**config.mk**
```make
export PLATFORM = sky130hd
export DESIGN_NAME = tun_square
export DESIGN_NICKNAME = d
export VERILOG_FILES = /design/src/hdl/tun_pkg.sv /design/src/hdl/tun_square.sv
export SDC_FILE = /design/constraint.sdc
export NUM_CORES = 2
export LEC_CHECK = 0
export ABC_AREA = 1
export CAP_MARGIN = 15
export CELL_PAD_IN_SITES_DETAIL_PLACEMENT = 2
export CELL_PAD_IN_SITES_GLOBAL_PLACEMENT = 2
export CORE_MARGIN = 3
export CORE_UTILIZATION = 30
export DETAILED_ROUTE_END_ITERATION = 12
export DONT_BUFFER_PORTS = 1
export GPL_TIMING_DRIVEN = 0
export PLACE_DENSITY_LB_ADDON = 0.2
export SYNTH_ARGS = -nofsm -noshare
export SYNTH_HDL_FRONTEND = slang
export SYNTH_SLANG_ARGS = --single-unit
```
**constraint.sdc**
```tcl
create_clock -name clk -period 6.1 [get_ports clk]
set_input_delay 0.305 -clock clk [delete_from_list [all_inputs] [get_ports clk]]
set_output_delay 0.305 -clock clk [all_outputs]
set_load 0.03 [all_outputs]
```
**src/hdl/tun_pkg.sv**
```systemverilog
package tun_pkg;

  // Field widths.
  localparam int COORD_BITS = 16;
  localparam int NORMAL_FRAC_BITS = 14;
  localparam int OW = NORMAL_FRAC_BITS + 2;

  // Datapath widths: edge, product, cross component, magnitude halves.
  localparam int EW = COORD_BITS + 1;
  localparam int PW = 2 * EW;
  localparam int NW = PW + 1;
  localparam int HW = (NW + 1) / 2;
  localparam int M2W = 4 * HW;
  localparam int SW = M2W + 2;
  localparam int RW = SW + 2 * NORMAL_FRAC_BITS + 4;
  localparam int LW = NORMAL_FRAC_BITS + 1;

  // Cycles from an accepted request to its result strobe.
  localparam int LAT = NORMAL_FRAC_BITS + 9;

  typedef struct packed {
    logic signed [COORD_BITS-1:0] p1_x;
    logic signed [COORD_BITS-1:0] p1_y;
    logic signed [COORD_BITS-1:0] p1_z;
    logic signed [COORD_BITS-1:0] p2_x;
    logic signed [COORD_BITS-1:0] p2_y;
    logic signed [COORD_BITS-1:0] p2_z;
    logic signed [COORD_BITS-1:0] p3_x;
    logic signed [COORD_BITS-1:0] p3_y;
    logic signed [COORD_BITS-1:0] p3_z;
  } req_t;

  typedef struct packed {
    logic signed [OW-1:0] normal_x;
    logic signed [OW-1:0] normal_y;
    logic signed [OW-1:0] normal_z;
    logic                 degenerate;
  } res_t;

  // One lane's view of its cross component: sign and squared magnitude.
  typedef struct packed {
    logic           neg;
    logic [M2W-1:0] m2;
  } lane_t;

endpackage

```
**src/hdl/tun_square.sv**
```systemverilog
module tun_square (
  input  logic                          clk,
  input  logic signed [tun_pkg::NW-1:0] n,
  output tun_pkg::lane_t                lane
);

  logic [2*tun_pkg::HW-1:0] mag;
  logic                     neg_d;
  logic [2*tun_pkg::HW-1:0] pp_hh, pp_hl, pp_ll;

  always_comb begin
    mag = (2*tun_pkg::HW)'(n[tun_pkg::NW-1] ? -n : n);
  end

  // Partial products of the magnitude split into two halves.
  always_ff @(posedge clk) begin
    neg_d <= n[tun_pkg::NW-1];
    pp_hh <= mag[2*tun_pkg::HW-1:tun_pkg::HW] * mag[2*tun_pkg::HW-1:tun_pkg::HW];
    pp_hl <= mag[2*tun_pkg::HW-1:tun_pkg::HW] * mag[tun_pkg::HW-1:0];
    pp_ll <= mag[tun_pkg::HW-1:0] * mag[tun_pkg::HW-1:0];
  end

  // Recombine into the full square.
  always_ff @(posedge clk) begin
    lane.neg <= neg_d;
    lane.m2  <= (tun_pkg::M2W'(pp_hh) << (2*tun_pkg::HW))
              + (tun_pkg::M2W'(pp_hl) << (tun_pkg::HW + 1))
              + tun_pkg::M2W'(pp_ll);
  end

endmodule

```
==> summary.md <==
| Metric | Value |
|---|---|
| Count of final setup violators | `37` |
| Synth Area per Inst | `7.76 um2` |
| Worst-Skew Late Latency | `0.47 ns` |
| DP Area | `0.0401 mm2` |
| Antenna diode count | `0` |
| RePlAce Congestion | `0.884` |
| Multi-input gate area | `0.0315 mm2` |
| Clock buffer depth | `2` |
| GRT Residual Overflow | `0` |
| Crit-path max FO | `5` |
| Final min period | `6.25 ns` |
| Pin count of the biggest net entering global routing | `18` |
| Hold_sp | `n[0]` |
| Max-slew headroom | `17.7%` |
| First-pass GRT wire length | `226000 um` |
| Max Cap Viol | `0` |
| Post-route cell area | `0.0455 mm2` |
| Worst Path Buf+Inv | `10` |
| Clock sinks | `179` |
| Wire per inst | `22.3 um` |
| Peak Freq | `160 MHz` |
| Layout overhead on the synthesized area | `20.8%` |
| CP Data Arrival Time | `6.61 ns` |
| Dpl hpwl | `125000 um` |
| Iteration-0 DRC Markers | `1592` |
| Syn Inst Count | `4860` |
| Yosys cell types | `52` |
| Row Count | `129` |
| CP max stage cell | `fa_2` |
| Required @ worst endpoint | `6.46 ns` |
| Slew of the pin with the lowest slew margin | `1.23 ns` |
| CTS tree | `done` |
| Initial antenna violation count | `2` |
| Reg-to-reg startpoint | `pp_ll[35]` |
| DR vias/cell | `4.71` |
| 1st-pass router iterations | `5` |
| Die area | `0.130 mm2` |
| Final period util | `102%` |
| Hold Vio Cnt, Final | `0` |
| Worst setup margin | `-0.150 ns` |
| Storage element area | `0.00358 mm2` |
| CP top delay family | `adder cells` |
| CP dominant cell by count | `inv_1` |
| Final count of pins violating max slew | `0` |
| RSZ-0062 raised after global routing | `yes` |
| Max H-tree Level | `4` |
| Core Area | `0.124 mm2` |
| Via count | `31827` |
| Chip Height | `360 um` |
| IO Count | `109` |
| HP Class | `in -> reg` |
| Antenna-violating nets left | `0` |
| Startpoint class of the critical path | `primary input` |
| Failing checks | `setup timing` |
| GRT Overall Usage | `23.1%` |
| Filler instances | `14042` |
| DRC Markers | `0` |
| Nets | `6197` |
| Warnings from Yosys | `0` |
| Initial Util | `30.3%` |
| Die width | `360 um` |
| Layout cells sized above 1 | `18.2%` |
| #FFs+latches synth | `179` |
| Root Buffer | `clkbuf_16` |
| Worst Skew | `0.0115 ns` |
| Final wirelength | `151000 um` |
| Status | `finished with violations` |
| Critical path startpoint | `n[0]` |
| Clock slew at reported path FFs | `0.07 ns` |
| Critical path class | `in -> reg` |
| Slowest stage delay, CP | `0.58 ns` |
| Total CTS buffers | `17` |
| CP endpoint kind | `flop` |
| Vias in the first global route | `36370` |
| Post-Syn Area | `0.0377 mm2` |
| Seq/Total Area, Yosys | `9.51%` |
| # port buffers | `0` |
synth_stat cells (all sizes together):
cell	count	share of area, %
nand3b	8	0.16
or3	1	0.017
xor2	84	2.1
dfxtp	179	9.5
o21bai	23	0.46
a21boi	3	0.060
nor4	11	0.18
o21a	8	0.16
nand3	148	2.1
nand2	1080	11
or2	14	0.23
ha	363	12
nor3	30	0.44
fa	689	37
and2	3	0.050
conb	2	0.020
o211ai	5	0.10
a21oi	149	2.0
nand4	38	0.65
inv	1317	13
a21o	11	0.22
o22ai	1	0.017
clkbuf	12	0.12
nor2	479	5.1
o21ai	87	1.2
xnor2	24	0.61
clkinv	1	0.0099
buf	86	1.6
a31oi	3	0.050
and3	1	0.017
kinds of logic after synthesis:
| logic type | Yosys count | synth area share, % |
|---|---|---|
| AOI/OAI and AO/OA | 290 | 4.23 |
| other | 2 | 0.0199 |
| DFF | 179 | 9.51 |
| and+or+nand+nor | 1813 | 20.1 |
| xor gates and xnor gates | 108 | 2.67 |
| adders and majority gates | 1052 | 48.6 |
| buffers and inverters | 1416 | 14.9 |
sequential cells by signal, indices dropped and copies added, names as in the netlist:
name,flops
neg_d,1
pp_hl,36
pp_ll,35
lane,72
pp_hh,35
layout make-up:
cell class              count  area share, %
plain buffers              98           2.61
clock buffers              18          0.942
clock inverters            14          0.404
inverters                1318           11.1
multi-input cells        3327           69.2
flip-flops and latches    179           7.87
well taps                1637           4.50
repair buffers            168           3.39
final timing paths:
| path | cells after the start | to | slack [ns] |
|---|---|---|---|
| hold / removal | 3 | pp_ll[2] | 0.29 |
| setup reg to reg | 11 | lane[54] | 3.54 |
| hold reg to reg | 0 | lane[6] | 0.33 |
| setup / recovery | 32 | pp_ll[30] | -0.15 |
through the flow:
stage / setup slack [ns] / TNS [ns] / instances / hold WS, ns / util, %
4_1_cts: -0.0874 / -1.03 / 6703 / 0.253 / 35.3
3_5_place_dp: -1.78 / -104.92 / 6560 / 0.314 / 32.2
2_1_floorplan: -0.0230 / -0.0236 / 4922 / 0.310 / -
6_report: -0.150 / -2.24 / 6759 / 0.294 / 36.6
5_1_grt: -0.401 / -13.46 / 6759 / 0.266 / 36.6
3_3_place_gp: -1.72 / -99.45 / 6559 / 0.310 / 32.2
layout by cell type (no fill, tap or decap), drive strengths merged, types with 11 or more instances in the layout:
master  synthesis  layout
nand4          38      38
a21o           11      11
nor4           11      11
dfxtp         179     179
buf            86     247
o21bai         23      23
o21ai          87      87
nor3           30      30
ha            363     363
nand3         148     148
xnor2          24      24
a21oi         149     149
nand2        1080    1080
inv          1317    1319
clkbuf         12      35
or2            14      14
xor2           84      84
nor2          479     479
conb            2      64
fa            689     689
timing repair:
action | CTS | global route
cloned | 0 | 0
resized for setup | 601 | 313
endpoints found under the hold margin | 2 | 0
buffers inserted | 109 | 56
pin swaps | 136 | 115
endpoints found under the setup margin | 76 | 67
hold buffers | 2 | 0
routing by layer:
| metal | GRT usage (%) | part of all wire [%] | wire length, um |
|---|---|---|---|
| met5 | 0 | 0 | 0 |
| met4 | 4.19 | 2.0 | 2950 |
| met3 | 2.54 | 4.7 | 7130 |
| met1 | 32.2 | 46 | 69600 |
| met2 | 39.1 | 47 | 71100 |
worst reg2reg max path: stages (launching register included):
cell	delay (ns)
dfxtp_1	0.33
ha_1	0.37
nand2_1	0.09
nand2_1	0.07
a21boi_0	0.35
o21ai_0	0.38
inv_1	0.12
nand3_1	0.32
nand3_1	0.24
nand2_1	0.08
nand2_1	0.06
nand2_1	0.05
Power is left out: the tool's default activity adds up to more than one toggle a clock period on the data nets, which glitch-free logic cannot reach.
