### src/hdl/tun_pkg.sv
package tun_pkg;

  // Field widths.
  localparam int COORD_BITS = 16;
  localparam int NORMAL_FRAC_BITS = 14;
  localparam int OW = NORMAL_FRAC_BITS + 2;

  // Datapath widths: edge, product, cross component, magnitude halves.
  localparam int EW = COORD_BITS + 1;
  localparam int PW = 2 * EW;
  localparam int NW = PW + 1;
  localparam int HW = (NW + 1) / 2;
  localparam int M2W = 4 * HW;
  localparam int SW = M2W + 2;
  localparam int RW = SW + 2 * NORMAL_FRAC_BITS + 4;
  localparam int LW = NORMAL_FRAC_BITS + 1;

  // Cycles from an accepted request to its result strobe.
  localparam int LAT = NORMAL_FRAC_BITS + 9;

  typedef struct packed {
    logic signed [COORD_BITS-1:0] p1_x;
    logic signed [COORD_BITS-1:0] p1_y;
    logic signed [COORD_BITS-1:0] p1_z;
    logic signed [COORD_BITS-1:0] p2_x;
    logic signed [COORD_BITS-1:0] p2_y;
    logic signed [COORD_BITS-1:0] p2_z;
    logic signed [COORD_BITS-1:0] p3_x;
    logic signed [COORD_BITS-1:0] p3_y;
    logic signed [COORD_BITS-1:0] p3_z;
  } req_t;

  typedef struct packed {
    logic signed [OW-1:0] normal_x;
    logic signed [OW-1:0] normal_y;
    logic signed [OW-1:0] normal_z;
    logic                 degenerate;
  } res_t;

  // One lane's view of its cross component: sign and squared magnitude.
  typedef struct packed {
    logic           neg;
    logic [M2W-1:0] m2;
  } lane_t;

endpackage

### src/hdl/tun_merge.sv
module tun_merge (
  input  logic                   clk,
  input  tun_pkg::lane_t         lane_x,
  input  tun_pkg::lane_t         lane_y,
  input  tun_pkg::lane_t         lane_z,
  output tun_pkg::lane_t         out_x,
  output tun_pkg::lane_t         out_y,
  output tun_pkg::lane_t         out_z,
  output logic [tun_pkg::SW-1:0] s,
  output logic                   degen
);

  logic [tun_pkg::SW-1:0] sum;

  always_comb begin
    sum = tun_pkg::SW'(lane_x.m2) + tun_pkg::SW'(lane_y.m2) + tun_pkg::SW'(lane_z.m2);
  end

  // Squared length of the normal, and the lanes held alongside it.
  always_ff @(posedge clk) begin
    s     <= sum;
    degen <= (sum == '0);
    out_x <= lane_x;
    out_y <= lane_y;
    out_z <= lane_z;
  end

endmodule

### config.mk
export PLATFORM = sky130hd
export DESIGN_NAME = tun_merge
export DESIGN_NICKNAME = d
export VERILOG_FILES = /design/src/hdl/tun_pkg.sv /design/src/hdl/tun_merge.sv
export SDC_FILE = /design/constraint.sdc
export NUM_CORES = 1
export LEC_CHECK = 0
export ABC_AREA = 1
export BUFFER_PORTS_ARGS = -buffer_cell sky130_fd_sc_hd__buf_2
export CORE_AREA = 2 2 199 201
export DETAILED_ROUTE_END_ITERATION = 6
export DIE_AREA = 0 0 201 203
export GPL_TIMING_DRIVEN = 0
export HOLD_SLACK_MARGIN = 0.03
export MAX_ROUTING_LAYER = met4
export PLACE_DENSITY = 0.67
export SYNTH_ARGS = -nofsm -noshare
export SYNTH_HDL_FRONTEND = slang
export SYNTH_SLANG_ARGS = --single-unit
### constraint.sdc
create_clock -name clk -period 9.8 [get_ports clk]
set_input_delay 1.96 -clock clk [delete_from_list [all_inputs] [get_ports clk]]
set_output_delay 1.96 -clock clk [all_outputs]
set_load 0.01 [all_outputs]
==> results.sh <==
export IMPL_layout_common_cells="582 x nand2_1, 513 x buf_2, 342 x inv_1"
export IMPL_crit_end="degen"
export IMPL_fp_dieH_um=203
export IMPL_final_min_clock_period_ns=4.851
export IMPL_synth_warnings=0
export IMPL_seq_area_frac_synth_pct=40.55
export IMPL_rsz0062_at_grt="no"
export IMPL_antenna_found_initial=1
export IMPL_synth_edff_count=0
export IMPL_relSlewSlack_pct=57.57
export IMPL_yosys_area_share_simple_pct=28.64
export IMPL_portBuffers=513
export IMPL_hold_buffers=0
export IMPL_synth_area_leaders="dfxtp_1 41%, nand2_1 15%, fa_1 10%, inv_1 8.8%, ha_1 6.1%"
export IMPL_p_int_w=0.002540
export IMPL_syn2layout_area_growth_pct=29.14
export IMPL_synthArstFlopShare_pct=0
export IMPL_syn_instance_count=1875
export IMPL_multi_input_area_um2=7297
export IMPL_ir_worst_vdd_v=0.0001589
export IMPL_antenna_left=0
export IMPL_crit_path_start="lane_x[1]"
export IMPL_ys_types=40
export IMPL_cts_setup_buffers=0
export IMPL_grt_use_met2_pct=39.32
export IMPL_cts_buffers=30
export IMPL_worst_slew_pin_slew_ns=0.6364
export IMPL_synth_top_family_by_area="simple AND/OR/NAND/NOR gates"
export IMPL_pre_cts_slack_ns=4.360
export IMPL_synth_xor_xnor_area_share_pct=0.6465
export IMPL_regArea_um2=5886
export IMPL_setup_ws_ns=4.949
export IMPL_overflow=0
export IMPL_finalHoldViolations=0
export IMPL_grt_max_degree=15
export IMPL_synth_compound_area_share_pct=4.801
export IMPL_synth_ff_type="dfxtp_1"
export IMPL_dpl_hpwl_um=42510
export IMPL_drive_above_1_share_pct=27.63
export IMPL_grt_met3_usage_pct=3.066
export IMPL_timing_hold_ws_ns=1.482
export IMPL_combPwrFrac_pct=37.2
export IMPL_firstDrtPassIters=5
export IMPL_die_w_um=201
export IMPL_p_seq_share_pct=34.7
export IMPL_fin_setup_tns_ns=0
export IMPL_grt_pass1_wl_um=73020
export IMPL_via_count=13510
export IMPL_drc_errors=0
export IMPL_mostFrequentLayoutCell="nand2_1"
export IMPL_crit_arrival_ns=5.36
export IMPL_die_area_um2=40800
export IMPL_viasPerCell=4.561
export IMPL_post_drt_wl_per_cell_um=16.38
export IMPL_yosysTopAreaCellShare_pct=40.55
export IMPL_drv_slew=0
export IMPL_crit_required_ns=10.31
export IMPL_cp_max_fo=5
export IMPL_worst_setup_path_type="input pin to register"
export IMPL_yosysTopAreaCell="dfxtp_1"
export IMPL_start_util_pct=37.73
export IMPL_cts_tree="yes"
export IMPL_worstHoldPathType="input pin to register"
export IMPL_max_clock_freq_mhz=206.1
export IMPL_start_kind="input pin"
export IMPL_fillerInstances=3845
export IMPL_clk_path_buf_depth=3
export IMPL_busiest_layer="met2"
export IMPL_syn_cell_area_um2=14520
export IMPL_ctsRootBufferMaster="clkbuf_16"
export IMPL_grt_use_total_pct=23.88
export IMPL_wirelength_um=48520
export IMPL_fin_area_um2=18750
export IMPL_final_nets=2784
export IMPL_power_density_nw_per_um2=216.4
export IMPL_endpoint_kind="register"
export IMPL_dpl_cell_area_um2=17730
export IMPL_switching_share_pct=37.39
export IMPL_path_clk_slew_ns=0.06
export IMPL_cts_sinks=294
export IMPL_power_total_w=0.004056
export IMPL_grt_util_met1_pct=31.24
export IMPL_maxCapViolations=0
export IMPL_syn_nets=2239
export IMPL_fin_crit_sh_pct=49.50
export IMPL_p_leak_nw=10.12
export IMPL_synthAdderAreaFrac_pct=16.19
export IMPL_cts_resized=0
export IMPL_power_switching_w=0.001517
export IMPL_core_area_um2=38470
export IMPL_gp_congestion=0.9425
export IMPL_status="complete, no violations"
export IMPL_std_cell_rows=72
export IMPL_first_global_vias=13460
export IMPL_detailedRoute_firstIterationViolations=783
export IMPL_synth_area_per_cell_um2=7.741
export IMPL_setup_viol=0
export IMPL_ys_ff_latch=294
export IMPL_cts_max_level=1
export IMPL_synthMuxAreaShare_pct=0
export IMPL_clkPwrFrac_pct=28.0
export IMPL_num_io_pins=514
-- kinds of logic (layout without fill, tap and decap cells) --
kind of cell               count (synthesis)  in the layout
other                                      0              1
xor gates and xnor gates                   9              9
adders and majority gates                144            144
AOI/OAI and AO/OA                        127            127
and+or+nand+nor                          946            946
buffers and inverters                    355            923
DFF                                      294            294
-- synthesized netlist by cell type, types with 2 or more instances --
| cell type | number |
|---|---|
| nor3_1 | 3 |
| a21oi_2 | 2 |
| xor2_2 | 2 |
| dfxtp_1 | 294 |
| inv_1 | 342 |
| nor2_4 | 4 |
| nand3b_1 | 24 |
| o21bai_1 | 12 |
| ha_1 | 71 |
| xor2_1 | 4 |
| nor2_1 | 161 |
| a21oi_1 | 74 |
| inv_2 | 11 |
| nor4_1 | 3 |
| fa_1 | 73 |
| nor2_2 | 22 |
| xnor2_1 | 3 |
| nand3_2 | 16 |
| nand2_2 | 43 |
| nand3_1 | 62 |
| o21ai_0 | 28 |
| nand2_1 | 582 |
| nand2_4 | 2 |
| nor3_2 | 4 |
| clkinv_1 | 2 |
| a21boi_1 | 2 |
| o21a_1 | 4 |
| nand4_1 | 13 |
-- power by group through the flow --
stage | clock network (W) | registers (W) | logic, W
floorplan | 0 | 0.00153 | 0.000793
global placement | 0 | 0.00143 | 0.00150
detailed placement | 0 | 0.00144 | 0.00150
CTS | 0.00117 | 0.00141 | 0.00151
global route | 0.00122 | 0.00143 | 0.00167
finish | 0.00114 | 0.00141 | 0.00151
-- worst min path at each step --
stage / to / cells after the start / slack (ns) / startpoint
floorplan: out_x[0] / 0 / 1.99 / lane_x[0]
CTS: out_x[72] / 1 / 1.47 / lane_x[72]
finish: out_y[72] / 1 / 1.48 / lane_y[72]
global route: out_x[72] / 1 / 1.46 / lane_x[72]
detailed placement: out_x[72] / 1 / 2.06 / lane_x[72]
global placement: out_y[72] / 1 / 2.06 / lane_y[72]
-- state kept, by name, summed over array words and instances, names as in the netlist --
signal  count
out_x      73
out_z      73
degen       1
s          74
out_y      73
-- per-stage QoR --
step	util (%)	instances
floorplan	-	1875
global placement	46.09	2906
detailed placement	46.09	2906
CTS	48.73	2961
global route	48.73	2962
finish	48.73	2962
-- layer usage --
layer	vias up	part of all wire, %
li1	6786	-
met1	6194	45
met2	477	47
met3	54	6.4
met4	0	1.9
met5	-	0
-- cell type report --
type | count | share of cell area [%]
well taps | 518 | 3.457
multi-input cells | 1226 | 38.93
clock inverters | 10 | 0.5006
clock buffers | 45 | 4.899
flip-flops and latches | 294 | 31.40
repair buffers | 513 | 13.70
diodes | 1 | 0.01335
inverters | 355 | 7.109
-- worst max-delay path: stages --
cell     delay [ns]
buf_2          0.11
inv_1          0.06
fa_1           0.53
inv_1          0.05
ha_1           0.26
fa_1           0.47
nand3_2        0.14
nand3_4        0.12
nand2_4        0.10
nand2_4        0.06
nand2_1        0.08
nand3_2        0.14
xnor2_1        0.28
nand2_1        0.08
nor2_1         0.22
nand2_1        0.11
nor2_1         0.15
nand3_1        0.16
nor2_1         0.15
nand2_1        0.07
nor2_1         0.07
Note: power is estimated with default switching activity, not from simulation.
